$ cat src/fpr_pkg.sv
// Shared constants and types for the FIFO page replacement block.
package fpr_pkg;

    // Frame store sizing
    localparam int MAX_FRAMES = 8;
    localparam int PAGE_BITS  = 16;

    // Widths of the stored page, slot index and fill count
    localparam int PW     = (PAGE_BITS < 16) ? PAGE_BITS : 16;
    localparam int SLOT_W = (MAX_FRAMES > 1) ? $clog2(MAX_FRAMES) : 1;
    localparam int FILL_W = $clog2(MAX_FRAMES + 1);
    // common width for comparing the fill count against the register
    localparam int CW     = (FILL_W > 4) ? FILL_W : 4;

    localparam logic [15:0] FAULT_MAX = 16'hFFFF;

    // Register map
    localparam logic REG_FRAMES_IN_USE = 1'b0;

    // Commands from controller to datapath
    typedef struct packed {
        logic take_ref;   // update frame state with the accepted word
        logic load_out;   // capture the result into the output register
    } t_dp_cmd;

endpackage

$ cat src/fpr_ctrl.sv
// Handshake controller: tracks the output register and issues datapath commands.
module fpr_ctrl (
    input  logic            i_clk,
    input  logic            i_rst_n,
    input  logic            i_s_tvalid,
    output logic            o_s_tready,
    output logic            o_m_tvalid,
    input  logic            i_m_tready,
    output fpr_pkg::t_dp_cmd o_cmd
);
    import fpr_pkg::*;

    typedef enum logic {
        ST_EMPTY,
        ST_FULL
    } t_state;

    t_state r_state, n_state;
    logic   accept;

    // Input is taken when the output register is free or being drained
    assign o_s_tready = (r_state == ST_EMPTY) || i_m_tready;
    assign accept     = i_s_tvalid && o_s_tready;
    assign o_m_tvalid = (r_state == ST_FULL);

    assign o_cmd.take_ref = accept;
    assign o_cmd.load_out = accept;

    // Next state
    always_comb begin
        n_state = r_state;
        unique case (r_state)
            ST_EMPTY: begin
                if (accept) n_state = ST_FULL;
            end
            ST_FULL: begin
                if (!accept && i_m_tready) n_state = ST_EMPTY;
            end
            default: n_state = ST_EMPTY;
        endcase
    end

    always_ff @(posedge i_clk) begin
        if (!i_rst_n) begin
            r_state <= ST_EMPTY;
        end else begin
            r_state <= n_state;
        end
    end

endmodule

$ cat src/fpr_datapath.sv
// Frame store, lookup, replacement pointer, fault counter and result register.
module fpr_datapath (
    input  logic             i_clk,
    input  logic             i_rst_n,
    input  fpr_pkg::t_dp_cmd i_cmd,
    input  logic [3:0]       i_frames_in_use,
    input  logic [15:0]      i_page,
    input  logic             i_last,
    output logic             o_hit,
    output logic [2:0]       o_frame_slot,
    output logic             o_evicted_valid,
    output logic [15:0]      o_evicted_page,
    output logic [15:0]      o_fault_count
);
    import fpr_pkg::*;

    logic [PW-1:0]     r_pages [MAX_FRAMES];
    logic [FILL_W-1:0] r_filled, n_filled;
    logic [SLOT_W-1:0] r_oldest, n_oldest;
    logic [15:0]       r_fault, n_fault;

    logic              r_hit, r_ev_valid;
    logic [2:0]        r_slot;
    logic [15:0]       r_ev_page, r_fault_out;

    logic [PW-1:0]     page;
    logic              hit;
    logic [SLOT_W-1:0] hit_slot, slot, slot_inc;
    logic [CW-1:0]     cfg_w, usable, filled_w, oldest_w;
    logic              ev_valid, do_write;
    logic [PW-1:0]     ev_page;
    logic [31:0]       slot32, ev32;

    assign page = i_page[PW-1:0];

    // Usable frame count: zero acts as one, clamp at the store size
    always_comb begin
        cfg_w = CW'(i_frames_in_use);
        if (cfg_w == '0)
            usable = CW'(1);
        else if (cfg_w > CW'(MAX_FRAMES))
            usable = CW'(MAX_FRAMES);
        else
            usable = cfg_w;
    end

    assign filled_w = CW'(r_filled);
    assign oldest_w = CW'(r_oldest);

    // Parallel compare over the filled frames, lowest match wins
    always_comb begin
        hit      = 1'b0;
        hit_slot = '0;
        for (int i = 0; i < MAX_FRAMES; i++) begin
            if (!hit && (FILL_W'(i) < r_filled) && (r_pages[i] == page)) begin
                hit      = 1'b1;
                hit_slot = SLOT_W'(i);
            end
        end
    end

    // Miss handling: fill next empty frame, else replace at the oldest pointer
    always_comb begin
        slot     = hit_slot;
        n_filled = r_filled;
        n_oldest = r_oldest;
        ev_valid = 1'b0;
        ev_page  = '0;
        do_write = 1'b0;
        slot_inc = '0;
        n_fault  = r_fault;
        if (!hit) begin
            do_write = 1'b1;
            if (filled_w < usable) begin
                slot     = r_filled[SLOT_W-1:0];
                n_filled = r_filled + FILL_W'(1);
            end else begin
                slot     = (oldest_w < usable) ? r_oldest : '0;
                ev_valid = 1'b1;
                ev_page  = r_pages[slot];
                slot_inc = slot + SLOT_W'(1);
                n_oldest = ((CW'(slot) + CW'(1)) >= usable) ? '0 : slot_inc;
            end
            if (r_fault != FAULT_MAX) n_fault = r_fault + 16'd1;
        end
    end

    assign slot32 = 32'(slot);
    assign ev32   = 32'(ev_page);

    // Sequence state; a last reference clears it after its result
    always_ff @(posedge i_clk) begin
        if (!i_rst_n) begin
            r_filled <= '0;
            r_oldest <= '0;
            r_fault  <= '0;
        end else if (i_cmd.take_ref) begin
            if (i_last) begin
                r_filled <= '0;
                r_oldest <= '0;
                r_fault  <= '0;
            end else begin
                r_filled <= n_filled;
                r_oldest <= n_oldest;
                r_fault  <= n_fault;
            end
        end
    end

    // Frame store write; stale contents are masked by the fill count
    always_ff @(posedge i_clk) begin
        if (i_cmd.take_ref && do_write) r_pages[slot] <= page;
    end

    // Result register
    always_ff @(posedge i_clk) begin
        if (i_cmd.load_out) begin
            r_hit       <= hit;
            r_slot      <= slot32[2:0];
            r_ev_valid  <= ev_valid;
            r_ev_page   <= ev32[15:0];
            r_fault_out <= n_fault;
        end
    end

    assign o_hit           = r_hit;
    assign o_frame_slot    = r_slot;
    assign o_evicted_valid = r_ev_valid;
    assign o_evicted_page  = r_ev_page;
    assign o_fault_count   = r_fault_out;

    // Fill count never runs past the store
    a_fill_bound: assert property (@(posedge i_clk) disable iff (!i_rst_n)
        r_filled <= FILL_W'(MAX_FRAMES))
        else $error("fill count beyond frame store");

    // Last reference empties the sequence
    a_last_clears: assert property (@(posedge i_clk) disable iff (!i_rst_n)
        (i_cmd.take_ref && i_last) |=> (r_filled == '0 && r_fault == '0 && r_oldest == '0))
        else $error("sequence not cleared after last reference");

    // A fault below saturation bumps the counter by one
    a_fault_step: assert property (@(posedge i_clk) disable iff (!i_rst_n)
        (i_cmd.take_ref && !i_last && !hit && r_fault != FAULT_MAX)
        |=> (r_fault == $past(r_fault) + 16'd1))
        else $error("fault counter did not advance");

    // A hit leaves the fill count and pointer alone
    a_hit_holds: assert property (@(posedge i_clk) disable iff (!i_rst_n)
        (i_cmd.take_ref && !i_last && hit)
        |=> ($stable(r_filled) && $stable(r_oldest) && $stable(r_fault)))
        else $error("hit changed replacement state");

endmodule

$ cat src/fifo_page_replacement_top.sv
// Top level of the FIFO page replacement block: ports, config register, wiring.
// Each input word carries one page reference; the block compares it against every
// filled frame, fills or replaces a frame on a fault, and returns one result word.
// A reference's lookup over all frames and the pointer update are combinational,
// settling between the frame registers and the output register, so a new word
// is taken every cycle while the downstream side keeps taking results.
// When a result sits unread, input stalls until it is taken. A word with tlast set
// empties the frames, pointer and fault count after its own result. The
// frames_in_use register sits at byte address 0 and should be written while idle.
module fifo_page_replacement_top (
    input  logic        i_clk,
    input  logic        i_rst_n,
    // input stream
    input  logic        i_s_tvalid,
    output logic        o_s_tready,
    input  logic [15:0] i_s_tdata,   // [15:0] page
    input  logic        i_s_tlast,   // last_in_sequence
    // result stream
    output logic        o_m_tvalid,
    input  logic        i_m_tready,
    output logic [39:0] o_m_tdata,   // [2:0] frame_slot, [18:3] evicted_page,
                                     // [34:19] fault_count, [39:35] zero
    output logic [1:0]  o_m_tuser,   // [0] hit, [1] evicted_valid
    // configuration
    input  logic        i_psel,
    input  logic        i_penable,
    input  logic        i_pwrite,
    input  logic [2:0]  i_paddr,
    input  logic [31:0] i_pwdata,
    output logic [31:0] o_prdata,
    output logic        o_pready
);
    import fpr_pkg::*;

    t_dp_cmd     cmd;
    logic [3:0]  r_frames_in_use;
    logic        sel_reg;
    logic        hit, ev_valid;
    logic [2:0]  frame_slot;
    logic [15:0] ev_page, fault_count;

    // Config register
    assign o_pready = 1'b1;
    assign sel_reg  = (i_paddr[2] == REG_FRAMES_IN_USE);

    always_ff @(posedge i_clk) begin
        if (!i_rst_n) begin
            r_frames_in_use <= 4'd3;
        end else if (i_psel && i_penable && i_pwrite && sel_reg) begin
            r_frames_in_use <= i_pwdata[3:0];
        end
    end

    assign o_prdata = sel_reg ? {28'd0, r_frames_in_use} : 32'd0;

    fpr_ctrl u_ctrl (
        .i_clk      (i_clk),
        .i_rst_n    (i_rst_n),
        .i_s_tvalid (i_s_tvalid),
        .o_s_tready (o_s_tready),
        .o_m_tvalid (o_m_tvalid),
        .i_m_tready (i_m_tready),
        .o_cmd      (cmd)
    );

    fpr_datapath u_dp (
        .i_clk           (i_clk),
        .i_rst_n         (i_rst_n),
        .i_cmd           (cmd),
        .i_frames_in_use (r_frames_in_use),
        .i_page          (i_s_tdata),
        .i_last          (i_s_tlast),
        .o_hit           (hit),
        .o_frame_slot    (frame_slot),
        .o_evicted_valid (ev_valid),
        .o_evicted_page  (ev_page),
        .o_fault_count   (fault_count)
    );

    // Result packing
    assign o_m_tdata = {5'd0, fault_count, ev_page, frame_slot};
    assign o_m_tuser = {ev_valid, hit};

endmodule
$ cat config.mk
export PLATFORM = sky130hd
export DESIGN_NAME = fifo_page_replacement_top
export DESIGN_NICKNAME = d
export VERILOG_FILES = /design/src/fpr_pkg.sv /design/src/fpr_ctrl.sv /design/src/fpr_datapath.sv /design/src/fifo_page_replacement_top.sv
export SDC_FILE = /design/constraint.sdc
export NUM_CORES = 1
export LEC_CHECK = 0
export BUFFER_PORTS_ARGS = -buffer_cell sky130_fd_sc_hd__buf_2
export CAP_MARGIN = 10
export CORE_UTILIZATION = 60
export CTS_BUF_LIST = sky130_fd_sc_hd__clkbuf_8
export DETAILED_ROUTE_END_ITERATION = 10
export PLACE_DENSITY = 0.85
export SLEW_MARGIN = 20
export SYNTH_ARGS = -nofsm -noshare
export SYNTH_HDL_FRONTEND = slang
export SYNTH_SLANG_ARGS = --single-unit
$ cat constraint.sdc
create_clock -name i_clk -period 6.7 [get_ports i_clk]
set_input_delay 1.34 -clock i_clk [delete_from_list [all_inputs] [get_ports i_clk]]
set_output_delay 1.34 -clock i_clk [all_outputs]
set_load 0.01 [all_outputs]
## Word-level counts from Yosys, hierarchy flattened

Memory sizes are Yosys's and may differ from the RTL's. A register that Yosys moved wholly into a read port is not among the register bits.
Cells that the tools add are included.

- Register bits: 49
- Memory bits (writable): 128
- Input bits: 59
- Output and inout port bits: 77
- Word-level logic and storage cells: 112
- Memories kept: 1

Memory list:

| memory | words | bits a word | rd ports | clocked after Yosys merged registers in | write ports | RTL line | source |
|---|---|---|---|---|---|---|---|
| u_dp.r_pages | 8 | 16 | 9 | 1 | 1 | fpr_datapath.sv:17 | `logic [PW-1:0] r_pages [MAX_FRAMES];` |

- Add/sub/neg operators: 4
- $lt $le $gt $ge: 12
- Equal/unequal tests: 11
- Multiplexer cells: 38
- Bitwise operators: 2
- Reduce and logical (&&, ||, !) cells: 35

Operator list:

| operator | count |
|---|---|
| == test 16 bit | 8 |
| two-way mux 16 bit | 3 |
| two-way mux 3 bit | 11 |
| two-way mux 4 bit | 6 |
| logical AND 1 bit | 21 |
| adder 16 x 1 -> 16 bit, second input constant | 1 |
| less-than comparator 3 x 4 -> 1 bit, first input constant | 4 |
| inequality test 16 bit, second input constant | 1 |
| two-way mux 1 bit | 15 |
| logical NOT 1 bit | 8 |
| less-than comparator 1 x 4 -> 1 bit, first input constant | 2 |
| less-than comparator 2 x 4 -> 1 bit, first input constant | 2 |
| AND reduction 3 bit | 2 |
| adder 3 x 1 -> 4 bit, second input constant | 1 |
| adder 4 x 1 -> 4 bit, second input constant | 1 |
| greater-or-equal comparator 4 bit | 1 |
| > comparator 4 bit, second input constant | 1 |
| logical NOT 4 bit | 1 |
| less-than comparator 3 x 4 -> 1 bit | 1 |
| less-than comparator 4 bit | 1 |
| two-way mux 2 bit | 2 |
| inequality test 2 bit, second input constant | 2 |
| adder 3 x 1 -> 3 bit, second input constant | 1 |
| NOT 1 bit | 2 |
| 4 further kinds | 4 |

## Longest topological paths before layout

Gate-level depths: netlist of the first run.
An unclocked memory read counts as a cell.

- Word-level depth: 36
- Depth in mapped cells: 17

## Cells and area by module

A second synthesis of the first run with hierarchy kept.

- Cells, all modules: 971
- Area, all modules: 10,496.3 um^2

Modules (own cells, without submodules):

| module | times used | cells each | area each (um^2) | seq. area each (um^2) |
|---|---|---|---|---|
| fpr_datapath | 1 | 904 | 9,929.5 | 5,415.2 |
| fifo_page_replacement_top | 1 | 60 | 494.2 | 80.1 |
| fpr_ctrl | 1 | 7 | 72.6 | 20.0 |

## Worst setup path after synthesis of the first run

Ideal clock, no wire load.

- Path type: input -> register
- Start: input i_m_tready
- End: memory u_dp.r_pages[3][0] (netlist name), enable pin
- Library setup time: 0.431 ns
- Data arrival time: 4.871 ns
- Data required time: 6.269 ns
- Setup slack: 1.398 ns
- Stages on the path: 6
- Cell sequence: nand2b_1 nand2_1 inv_1 clkbuf_1 nand2_1 nor4_1

- Cells in the longest elaborated chain, start to end: 5

Ends and longest elaborated chain:

| item | RTL line | source |
|---|---|---|
| start: declaration | fifo_page_replacement_top.sv:20 | `input logic i_m_tready,` |
| logical OR 1 bit | fpr_ctrl.sv:22 | `assign o_s_tready = (r_state == ST_EMPTY) \|\| i_m_tready;` |
| logical AND 1 bit | fpr_ctrl.sv:23 | `assign accept = i_s_tvalid && o_s_tready;` |
| named net u_ctrl.accept | fpr_ctrl.sv:19 | `logic accept;` |
| logical AND 1 bit | fpr_datapath.sv:112 | `if (i_cmd.take_ref && do_write) r_pages[slot] <= page;` |
| two-way mux 1 bit | fpr_datapath.sv:112 |  |
| two-way mux 1 bit (implied by the code) | fpr_datapath.sv:112 |  |
| end: declaration | fpr_datapath.sv:17 |  |

The timed path passes the listed nets, and every way through them passes these cells.

## Final worst setup path of the first run

- Start: input i_s_tdata[1]
- End: memory u_dp.r_pages[3][10] (netlist name), enable pin

- Cells in the longest elaborated chain, start to end: 35
- Elaborated cells on any way between the ends: 50

Ends and longest elaborated chain:

| item | RTL line | source |
|---|---|---|
| start: declaration | fifo_page_replacement_top.sv:16 | `input logic [15:0] i_s_tdata,` |
| == test 16 bit | fpr_datapath.sv:55 | `if (!hit && (FILL_W'(i) < r_filled) && (r_pages[i] == page)) begin` |
| logical AND 1 bit | fpr_datapath.sv:55 |  |
| two-way mux 1 bit | fpr_datapath.sv:55 |  |
| logical NOT 1 bit | fpr_datapath.sv:55 |  |
| logical AND 1 bit (2 in series) | fpr_datapath.sv:55 |  |
| two-way mux 1 bit | fpr_datapath.sv:55 |  |
| logical NOT 1 bit | fpr_datapath.sv:55 |  |
| logical AND 1 bit (2 in series) | fpr_datapath.sv:55 |  |
| [... 16 more ...] | n/a |  |
| two-way mux 1 bit | fpr_datapath.sv:55 |  |
| logical NOT 1 bit | fpr_datapath.sv:55 |  |
| logical AND 1 bit (2 in series) | fpr_datapath.sv:55 |  |
| two-way mux 1 bit | fpr_datapath.sv:55 |  |
| two-way mux 1 bit | fpr_datapath.sv:72 | `if (!hit) begin` |
| logical AND 1 bit | fpr_datapath.sv:112 |  |
| two-way mux 1 bit | fpr_datapath.sv:112 |  |
| two-way mux 1 bit (implied by the code) | fpr_datapath.sv:112 |  |

Parallel ways exist; a longest one is shown, timed or not.

==> results.toml, run 1 <==
[timing]
finalSetupViolCount = 0
fin_setup_tns_ns = 0
relSlewSlack = 0.266
worst_slew_pin_slew_ns = 1.10
rsz0062_at_grt = "false"
slew_viol_final = 0
worst_slack_ns = 2.18
min_period_ns = 4.52
fin_crit_sh = 0.675
finClkSkew_ns = 0.0134
max_freq_mhz = 221
hold_violations = 0
fin_hold_ws_ns = 0.511

[worst_setup_path]
critPathLaunchType = "input port"
cp_max_fo = 16
slowest_delay_ns = 0.62
critPathSlowestCell = "nor4_1"
cp_cell_sequence = "buf_2, xor2_1, nor4_1, nand4_1, o22ai_1, a211oi_1, nor3_1, nor2b_1, nor4_2, buf_4"
end_kind = "flop"
worstPathRequired_ns = 6.87
worstSetupPathType = "in2reg"
ff2ff_path_depth = 17
worst_path_dominant_cell_family = "simple AND/OR/NAND/NOR gates"
timing.rr.end = "u_dp.r_oldest[1]$_SDFFE_PN0P_"
r2r-start = "r_frames_in_use[3]$_SDFFE_PN0P_"
crit_cells = 10
crit_buf_inv = 2
rrSetupSlack_ns = 2.31
cp-endpoint = "u_dp.r_pages[3][10]$_DFFE_PP_"
critPathArrivalTime_ns = 4.70
crit_path_start = "i_s_tdata[1]"

[route]
top_layer_used = "met4"
dr.first_iter.drc_count = 761
wl_met3_microns = 2230
route.detailed.drc = 0
route.met2.wl_microns = 11700
ant_nets = 0
vias_per_cell = 6.37
first_pass_iters = 5
dr_total_vias = 7721
wl_per_cell_microns = 21.1
wirelength_microns = 25600
met1_length_microns = 10200

[layout]
fin_nets = 1047
drive_gt1_frac = 0.173
n_antenna_cell = 0
synthToLayoutAreaGrowth_pct = 6.51

[floorplan]
dieHeight_microns = 135
placementRows = 48
initial_core_util = 0.612
core_sq_um = 17200
dieArea_sq_um = 18100
ios = 136
die_w_microns = 135

[power]
sw_frac_of_total = 0.250
clockPowerShare = 0.333
power_frac_comb = 0.082
pwr_density_cell_nw_per_um2 = 205
p_sw_uw = 574
p_int_uw = 1720
leakage_uw = 0.00388
peakVddDrop_uv = 175
pwr-share-seq = 0.584

[job]
drv_cap = 0

[synthesis]
synthFlopType = "edfxtp_1"
synth_most_common_cell = "edfxtp_1"
syn-cell-area_sq_um = 10500
async_flop_share = 0
synth_cell_types = 67
synth_area_per_cell_sq_um = 11.3
seq_area_frac_synth = 0.523
yosys.area.top_type = "edfxtp_1"
yosysWarnings = 0
ys_top_cells_by_area = "edfxtp_1 (47%), xor2_1 (7.0%), dfxtp_1 (5.3%)"
synth_seq_cells = 193
synth_cells = 934
synth_top_area_share = 0.470
synth_edf_count = 165
yosys-top-cells-count = "edfxtp_1 (165), xor2_1 (84), nor2_1 (71)"

[placement]
gp_congestion = 0.986
port_buffers = 71
post-place-ws_ns = 1.76
dp_hpwl_microns = 16700

[clock_tree]
root_buffer = "clkbuf_8"
htree_levels = 4
insertion_delay_ns = 0.48
cts_setup_buffers = 0
cts_tree = "yes"
cts_hold_buf = 0
numClockSinks = 193
cts_buffer_depth = 2
cts_buffers = 17
cts.repair.resized = 0
clk_pin_slew_ns = 0.09

[global_routing]
grt_overflow = 0
grt_antenna_before_repair = 0
grt_max_degree = 81
grt_pass1_wl_microns = 39000
grt_use_total = 0.289
grt_pass1_vias = 7089

[worst_hold_path]
hold_class = "reg2reg"

[status]
outcome = "finished clean"
==> worst min-delay path by stage <==
stage | from | endpoint | depth (start not counted)
finish | r_frames_in_use[0]$_SDFFE_PN1P_ | r_frames_in_use[0]$_SDFFE_PN1P_ | 2
floorplan | r_frames_in_use[0]$_SDFFE_PN1P_ | r_frames_in_use[0]$_SDFFE_PN1P_ | 2
detailed placement | r_frames_in_use[0]$_SDFFE_PN1P_ | r_frames_in_use[0]$_SDFFE_PN1P_ | 2
CTS | u_dp.r_fault[1]$_SDFFE_PN0P_ | u_dp.r_fault[1]$_SDFFE_PN0P_ | 2
global route | u_dp.r_fault[1]$_SDFFE_PN0P_ | u_dp.r_fault[1]$_SDFFE_PN0P_ | 2
global placement | u_dp.r_fault[9]$_SDFFE_PN0P_ | u_dp.r_fault[9]$_SDFFE_PN0P_ | 2
==> placed cells by master (no fill, tap or decap), types with 6 or more instances in the layout <==
cell type	synthesis	routed
or2_2	6	6
ha_1	13	13
nand2_1	35	35
buf_4	49	16
clkbuf_8	0	17
nand4_1	17	17
dfxtp_1	28	27
nand3_1	23	23
conb_1	2	34
nor3_1	54	51
a31oi_1	13	13
mux2_2	19	19
a211oi_1	37	37
nor2_1	71	71
xor2_1	84	84
xnor2_1	56	56
a21oi_1	29	28
edfxtp_1	165	165
inv_1	17	17
o221ai_1	16	16
o21ai_0	22	22
nor4_1	22	19
nor2b_1	7	7
buf_2	5	71
o211ai_1	10	10
mux2i_1	20	20
==> layer usage <==
metal | GRT usage | vias up
met5 | 0 | -
met4 | 0.175 | 0
met3 | 0.0593 | 100
met2 | 0.441 | 496
met1 | 0.383 | 3651
li1 | - | 3474
==> tightest hold or removal path, stage by stage (launching register included) <==
cell     delay [ns]
dfxtp_1        0.35
mux2i_1        0.07
nand2_1        0.06
==> power by group through the flow <==
stage / registers (uW) / clock network, uW / logic, uW
after floorplan: 1380 / 0 / 131
after global placement: 1370 / 0 / 181
after detailed placement: 1370 / 0 / 185
after CTS: 1340 / 766 / 186
after global routing: 1350 / 810 / 204
final: 1340 / 766 / 189
==> cell families (layout without fill, tap and decap cells) <==
| kind of cell | after synthesis | count (layout) | share of synthesized area |
|---|---|---|---|
| AND/OR/NAND/NOR | 276 | 276 | 0.137 |
| multiplexers | 39 | 39 | 0.0393 |
| XOR/XNOR | 140 | 140 | 0.116 |
| buffers and inverters | 116 | 138 | 0.0665 |
| adder cells (fa/ha/maj) | 13 | 13 | 0.0154 |
| other | 2 | 34 | 0.000712 |
| AO/OA/AOI/OAI | 155 | 155 | 0.102 |
| flip-flops | 193 | 193 | 0.523 |
==> final cells by class <==
cell class / count / area (sq um)
multi-input cells: 657 / 4490
flip-flops and latches: 193 / 5520
inverters: 19 / 83.8
repair buffers: 87 / 475
well taps: 225 / 282
clock buffers: 17 / 234
fillers: 1306 / 6000
clock inverters: 15 / 155
==> through the flow <==
| step | power, uW | cell area (sq um) | std cells | util |
|---|---|---|---|---|
| after floorplan | 1510 | 10700 | 966 | - |
| after global placement | 1550 | 10800 | 1181 | 0.629 |
| after detailed placement | 1560 | 10800 | 1181 | 0.629 |
| after CTS | 2290 | 11200 | 1213 | 0.652 |
| after global routing | 2360 | 11200 | 1213 | 0.652 |
| final | 2300 | 11200 | 1213 | 0.652 |
==> registers in the layout, summed over array words and instances (netlist names), 3 cells and up <==
register / count
u_dp.o_evicted_page: 16
u_dp.filled_w: 4
u_dp.o_fault_count: 16
u_dp.r_fault: 16
u_dp.r_pages: 128
u_dp.o_frame_slot: 3
u_dp.r_oldest: 3
r_frames_in_use: 4
Power figures use the tool's default switching activity.
==> run 2: changes to the inputs <==
Settings changed: ABC_AREA set to 1, CORE_UTILIZATION 60 to 55, PLACE_DENSITY 0.85 to 0.82.
Clock period 6.7 ns to 3.95 ns, I/O delays scaled along.
==> results.toml, run 2 <==
[clock_tree]
root_buffer = "clkbuf_8"
cts_hold_buf = 0
cts.repair.resized = 0
cts_setup_buffers = 0
cts_buffer_depth = 2
cts_buffers = 17
insertion_delay_ns = 0.49
clk_pin_slew_ns = 0.09
cts_tree = "yes"
numClockSinks = 193
htree_levels = 4

[floorplan]
initial_core_util = 0.570
placementRows = 51
die_w_microns = 145
core_sq_um = 19800
dieHeight_microns = 145
ios = 136
dieArea_sq_um = 21100

[worst_setup_path]
end_kind = "flop"
cp_max_fo = 8
critPathLaunchType = "flop"
worstSetupPathType = "reg2reg"
slowest_delay_ns = 0.39
worstPathRequired_ns = 4.37
crit_path_frequent_cell = "nand2_1"
critPathSlowestCell = "nor2_1"
critPathArrivalTime_ns = 3.64
cp_cell_sequence = "inv_1, nand2_1, ha_1, nand2_1, nand2_1, nand2_1, nand2_1, nor2_1, ha_1, ha_1, o21ai_0, inv_1, o21ai_0, nand2_1, a21oi_1, nand2_1, nor2_1, nor2_1, nor2_1"

[global_routing]
grt-busiest-layer = "met2"
grt_pass1_wl_microns = 45800
grtUsageMet1 = 0.369
use_met3 = 0.0440
use_met2 = 0.456
grt_max_degree = 72
grt_use_total = 0.282
grt_antenna_before_repair = 0
grt_pass1_vias = 8975
grt_overflow = 0

[timing]
min_period_ns = 3.22
fin_hold_ws_ns = 0.509
max_freq_mhz = 311
hold_violations = 0
worst_slack_ns = 0.732
rsz0062_at_grt = "false"
slew_viol_final = 0
worst_slew_pin_slew_ns = 0.737
relSlewSlack = 0.509
finClkSkew_ns = 0.0158
fin_setup_tns_ns = 0
finalSetupViolCount = 0
fin_crit_sh = 0.815

[placement]
dp_hpwl_microns = 20700
gp_congestion = 0.963
port_buffers = 71
post-place-ws_ns = 0.397

[route]
dr.first_iter.drc_count = 961
wl_per_cell_microns = 16.8
dr_total_vias = 9565
first_pass_iters = 6
ant_nets = 0
route.detailed.drc = 0
wirelength_microns = 29000
vias_per_cell = 5.54

[synthesis]
synth_cell_types = 46
seq_area_frac_synth = 0.489
synth_most_common_cell = "nand2_1"
synthFlopType = "edfxtp_1"
ys_top_cells_by_area = "edfxtp_1 (44%), nand2_1 (16%), dfxtp_1 (5.0%)"
synth_seq_cells = 193
synth_edf_count = 165
yosys.area.top_type = "edfxtp_1"
synth_cells = 1382
async_flop_share = 0
yosys-top-cells-count = "nand2_1 (469), edfxtp_1 (165), inv_1 (136)"
syn-cell-area_sq_um = 11300
synth_area_per_cell_sq_um = 8.15
synth_top_area_share = 0.440
yosysWarnings = 0

[layout]
largest_reg_flops = 128
fin_nets = 1519
final_cell_mix = "nand2_1 (469), edfxtp_1 (165), inv_1 (136)"
n_antenna_cell = 0
layout_commonest_cell = "nand2_1"
synthToLayoutAreaGrowth_pct = 8.09
final_util = 0.616
drive_gt1_frac = 0.118
top_register = "u_dp.r_pages"

[power]
leakage_uw = 0.00543
power.total_uw = 4380
peakVddDrop_uv = 217
pwr_density_cell_nw_per_um2 = 360

[status]
outcome = "finished clean"

[worst_hold_path]
hold_class = "reg2reg"

[job]
drv_cap = 0
## run 2: cell types whose count changed in the layout (fill, tap and decap cells not counted), sizes merged, moves of 15 or more
cell	before	now
nor4	22	5
o211ai	10	60
nor2	74	137
inv	24	161
nand3	23	60
xnor2	56	22
xor2	84	32
mux2i	20	1
nor3	56	18
a211oi	37	0
mux2	19	0
o21ai	22	38
nand2	36	471
o221ai	16	1
## run 2: layer usage
layer / vias up / wire (microns) / part of all wire
met4: 0 / 1170 / 0.040
met1: 4436 / 11800 / 0.41
met3: 76 / 2390 / 0.082
li1: 4581 / - / -
met2: 472 / 13600 / 0.47
met5: - / 0 / 0
## run 2: report_power, final
group | switching (uW) | total (uW) | internal (uW) | leakage (uW)
Sequential | 30.1 | 2320 | 2290 | 0.00176
Clock | 742 | 1380 | 636 | 0.000211
Combinational | 478 | 684 | 206 | 0.00346
## run 2: kinds of logic after synthesis
family,Yosys count,synth area share
AOI/OAI and AO/OA,147,0.0822
xor gates and xnor gates,54,0.0420
adders and majority gates,13,0.0144
buffers and inverters,241,0.102
DFF,193,0.489
muxes,1,0.000888
other,2,0.000666
and+or+nand+nor,731,0.268
## run 2: metrics by stage
stage / cells / area, sq um
6_report: 1725 / 12200
5_1_grt: 1725 / 12200
4_1_cts: 1725 / 12200
3_5_place_dp: 1693 / 11800
3_3_place_gp: 1693 / 11800
2_1_floorplan: 1414 / 11400
## run 2: worst paths after layout
check                           depth (start not counted)  slack [ns]                            start                               to
worst max-delay path                                   19        0.73  r_frames_in_use[3]$_SDFFE_PN0P_    u_dp.r_oldest[2]$_SDFFE_PN0P_
worst min-delay path                                    2        0.51  r_frames_in_use[2]$_SDFFE_PN0P_  r_frames_in_use[2]$_SDFFE_PN0P_
worst max register to register                         19        0.73  r_frames_in_use[3]$_SDFFE_PN0P_    u_dp.r_oldest[2]$_SDFFE_PN0P_
worst min register to register                          2        0.51  r_frames_in_use[2]$_SDFFE_PN0P_  r_frames_in_use[2]$_SDFFE_PN0P_
## run 2: cell type report
cell class | count | area, sq um
Tap cell | 265 | 332
Clock inverter | 15 | 183
Inverter | 156 | 591
Clock buffer | 17 | 234
Sequential cell | 193 | 5520
Fill cell | 1709 | 7600
Timing Repair Buffer | 99 | 603
Multi-Input combinational cell | 980 | 4720
## run 2: worst max-delay path: cells and delay by family, from the launching register on
kind	cells	cell delay (ns)
buffers and inverters	2	0.27
adder cells (fa/ha/maj)	3	0.92
flip-flops	1	0.34
AO/OA/AOI/OAI	3	0.37
AND/OR/NAND/NOR	11	1.28
==> run 3: changes to the inputs <==
Clock period 3.95 ns to 2.7 ns, I/O delays scaled along.
==> results.toml, run 3 (same netlist as run 2, synthesis figures left out) <==
[floorplan]
initial_core_util = 0.570
dieHeight_microns = 145
die_w_microns = 145
core_sq_um = 19800
ios = 136
dieArea_sq_um = 21100
placementRows = 51

[layout]
n_antenna_cell = 0
synthToLayoutAreaGrowth_pct = 20.3
layout_commonest_cell = "nand2_1"
drive_gt1_frac = 0.230
final_design_area_no_fill_sq_um = 13600
num-fill-cells = 1505
largest_reg_flops = 128
final_cell_mix = "nand2_1 (443), edfxtp_1 (165), inv_1 (129)"
fin_nets = 1633
top_register = "u_dp.r_pages"

[timing]
slew_viol_final = 0
min_period_ns = 2.69
fin_setup_tns_ns = 0
finalSetupViolCount = 0
rsz0062_at_grt = "true"
fin_crit_sh = 0.998
finClkSkew_ns = 0.0137
worst_slew_pin_slew_ns = 0.583
max_freq_mhz = 371
hold_violations = 0
relSlewSlack = 0.609

[clock_tree]
cts_buffer_depth = 2
cts_tree = "yes"
clk_pin_slew_ns = 0.10
numClockSinks = 193
cts_hold_buf = 0
insertion_delay_ns = 0.49
root_buffer = "clkbuf_8"
cts_buffers = 17
htree_levels = 4

[route]
vias_per_cell = 5.62
wirelength_microns = 33200
route.detailed.drc = 0
ant_nets = 0
wl_per_cell_microns = 18.0
dr_total_vias = 10331
first_pass_iters = 6
dr.first_iter.drc_count = 1048

[placement]
gp_congestion = 1.02
dp_hpwl_microns = 22400
place_area_sq_um = 12600
port_buffers = 71

[power]
leakage_uw = 0.00606
power.total_uw = 6670
peakVddDrop_uv = 368
pwr_density_cell_nw_per_um2 = 492

[worst_hold_path]
hp-start = "i_pwdata[0]"
hold_class = "in2reg"

[global_routing]
grt_overflow = 0
grt_antenna_before_repair = 0
grt_use_total = 0.305
grt_max_degree = 72
grt_pass1_vias = 9390
grt_pass1_wl_microns = 49200

[worst_setup_path]
end_kind = "flop"
critPathArrivalTime_ns = 2.91
crit_path_start = "u_dp.r_pages[5][4]$_DFFE_PP_"
critPathLaunchType = "flop"
worstSetupPathType = "reg2reg"
cp_max_fo = 8
worstPathRequired_ns = 2.91
r2r-start = "u_dp.r_pages[5][4]$_DFFE_PP_"

[status]
outcome = "finished clean"

[job]
drv_cap = 0
[run 3: critical path, stage by stage, from the launching register on]
cell and delay (ns):
edfxtp_1 0.41, xor2_1 0.17, nor3_1 0.24, buf_4 0.17
nand3_2 0.09, nand3b_1 0.26, nand4_4 0.19, nand2_1 0.08
nand2_2 0.10, buf_4 0.14, nand2_2 0.09, nor2_4 0.23
clkbuf_16 0.24
[run 3: layout make-up]
class                      count  area, sq um  area share
clock buffer                  17          234      0.0173
clock inverter                15          183      0.0135
inverter                     156          598      0.0441
multi-input combinational    980         5070       0.374
sequential                   193         5520       0.407
tap                          265          332      0.0245
timing repair buffer         213         1610       0.119
[run 3: what timing repair did]
action / 4_1_cts / 5_1_grt
setup endpoints to repair: 3 / 151
setup buffers: 5 / 14
gates cloned: 0 / 2
pin swaps: 2 / 27
gates resized for setup: 2 / 83
[run 3: metal layers]
metal	track usage	vias up	wire, microns
met2	0.496	559	15500
li1	-	4803	-
met4	0.151	0	1490
met1	0.382	4853	13100
met3	0.0698	116	3010
met5	0	-	0
[run 3: report_power, final]
part           switching, uW  internal (uW)
registers               46.6           3350
logic                    798            451
clock network           1100            925
[run 3: stage by stage]
step / worst slack (ns) / instances / util / hold WS, ns
2_1_floorplan: -0.117 / 1414 / - / 0.470
3_3_place_gp: -0.271 / 1786 / 0.638 / 0.490
3_5_place_dp: -0.321 / 1786 / 0.638 / 0.501
4_1_cts: 0.0129 / 1823 / 0.662 / 0.259
5_1_grt: -0.145 / 1839 / 0.685 / 0.278
6_report: 0.00539 / 1839 / 0.685 / 0.266
[run 3: path summary, 6_finish.rpt]
kind | slack, ns | end | depth (start not counted)
max | 0.005 | u_dp.r_pages[3][13]$_DFFE_PP_ | 12
min | 0.27 | r_frames_in_use[0]$_SDFFE_PN1P_ | 3
max reg2reg | 0.005 | u_dp.r_pages[3][13]$_DFFE_PP_ | 12
min reg2reg | 0.51 | u_ctrl.o_m_tvalid$_SDFF_PN0_ | 2
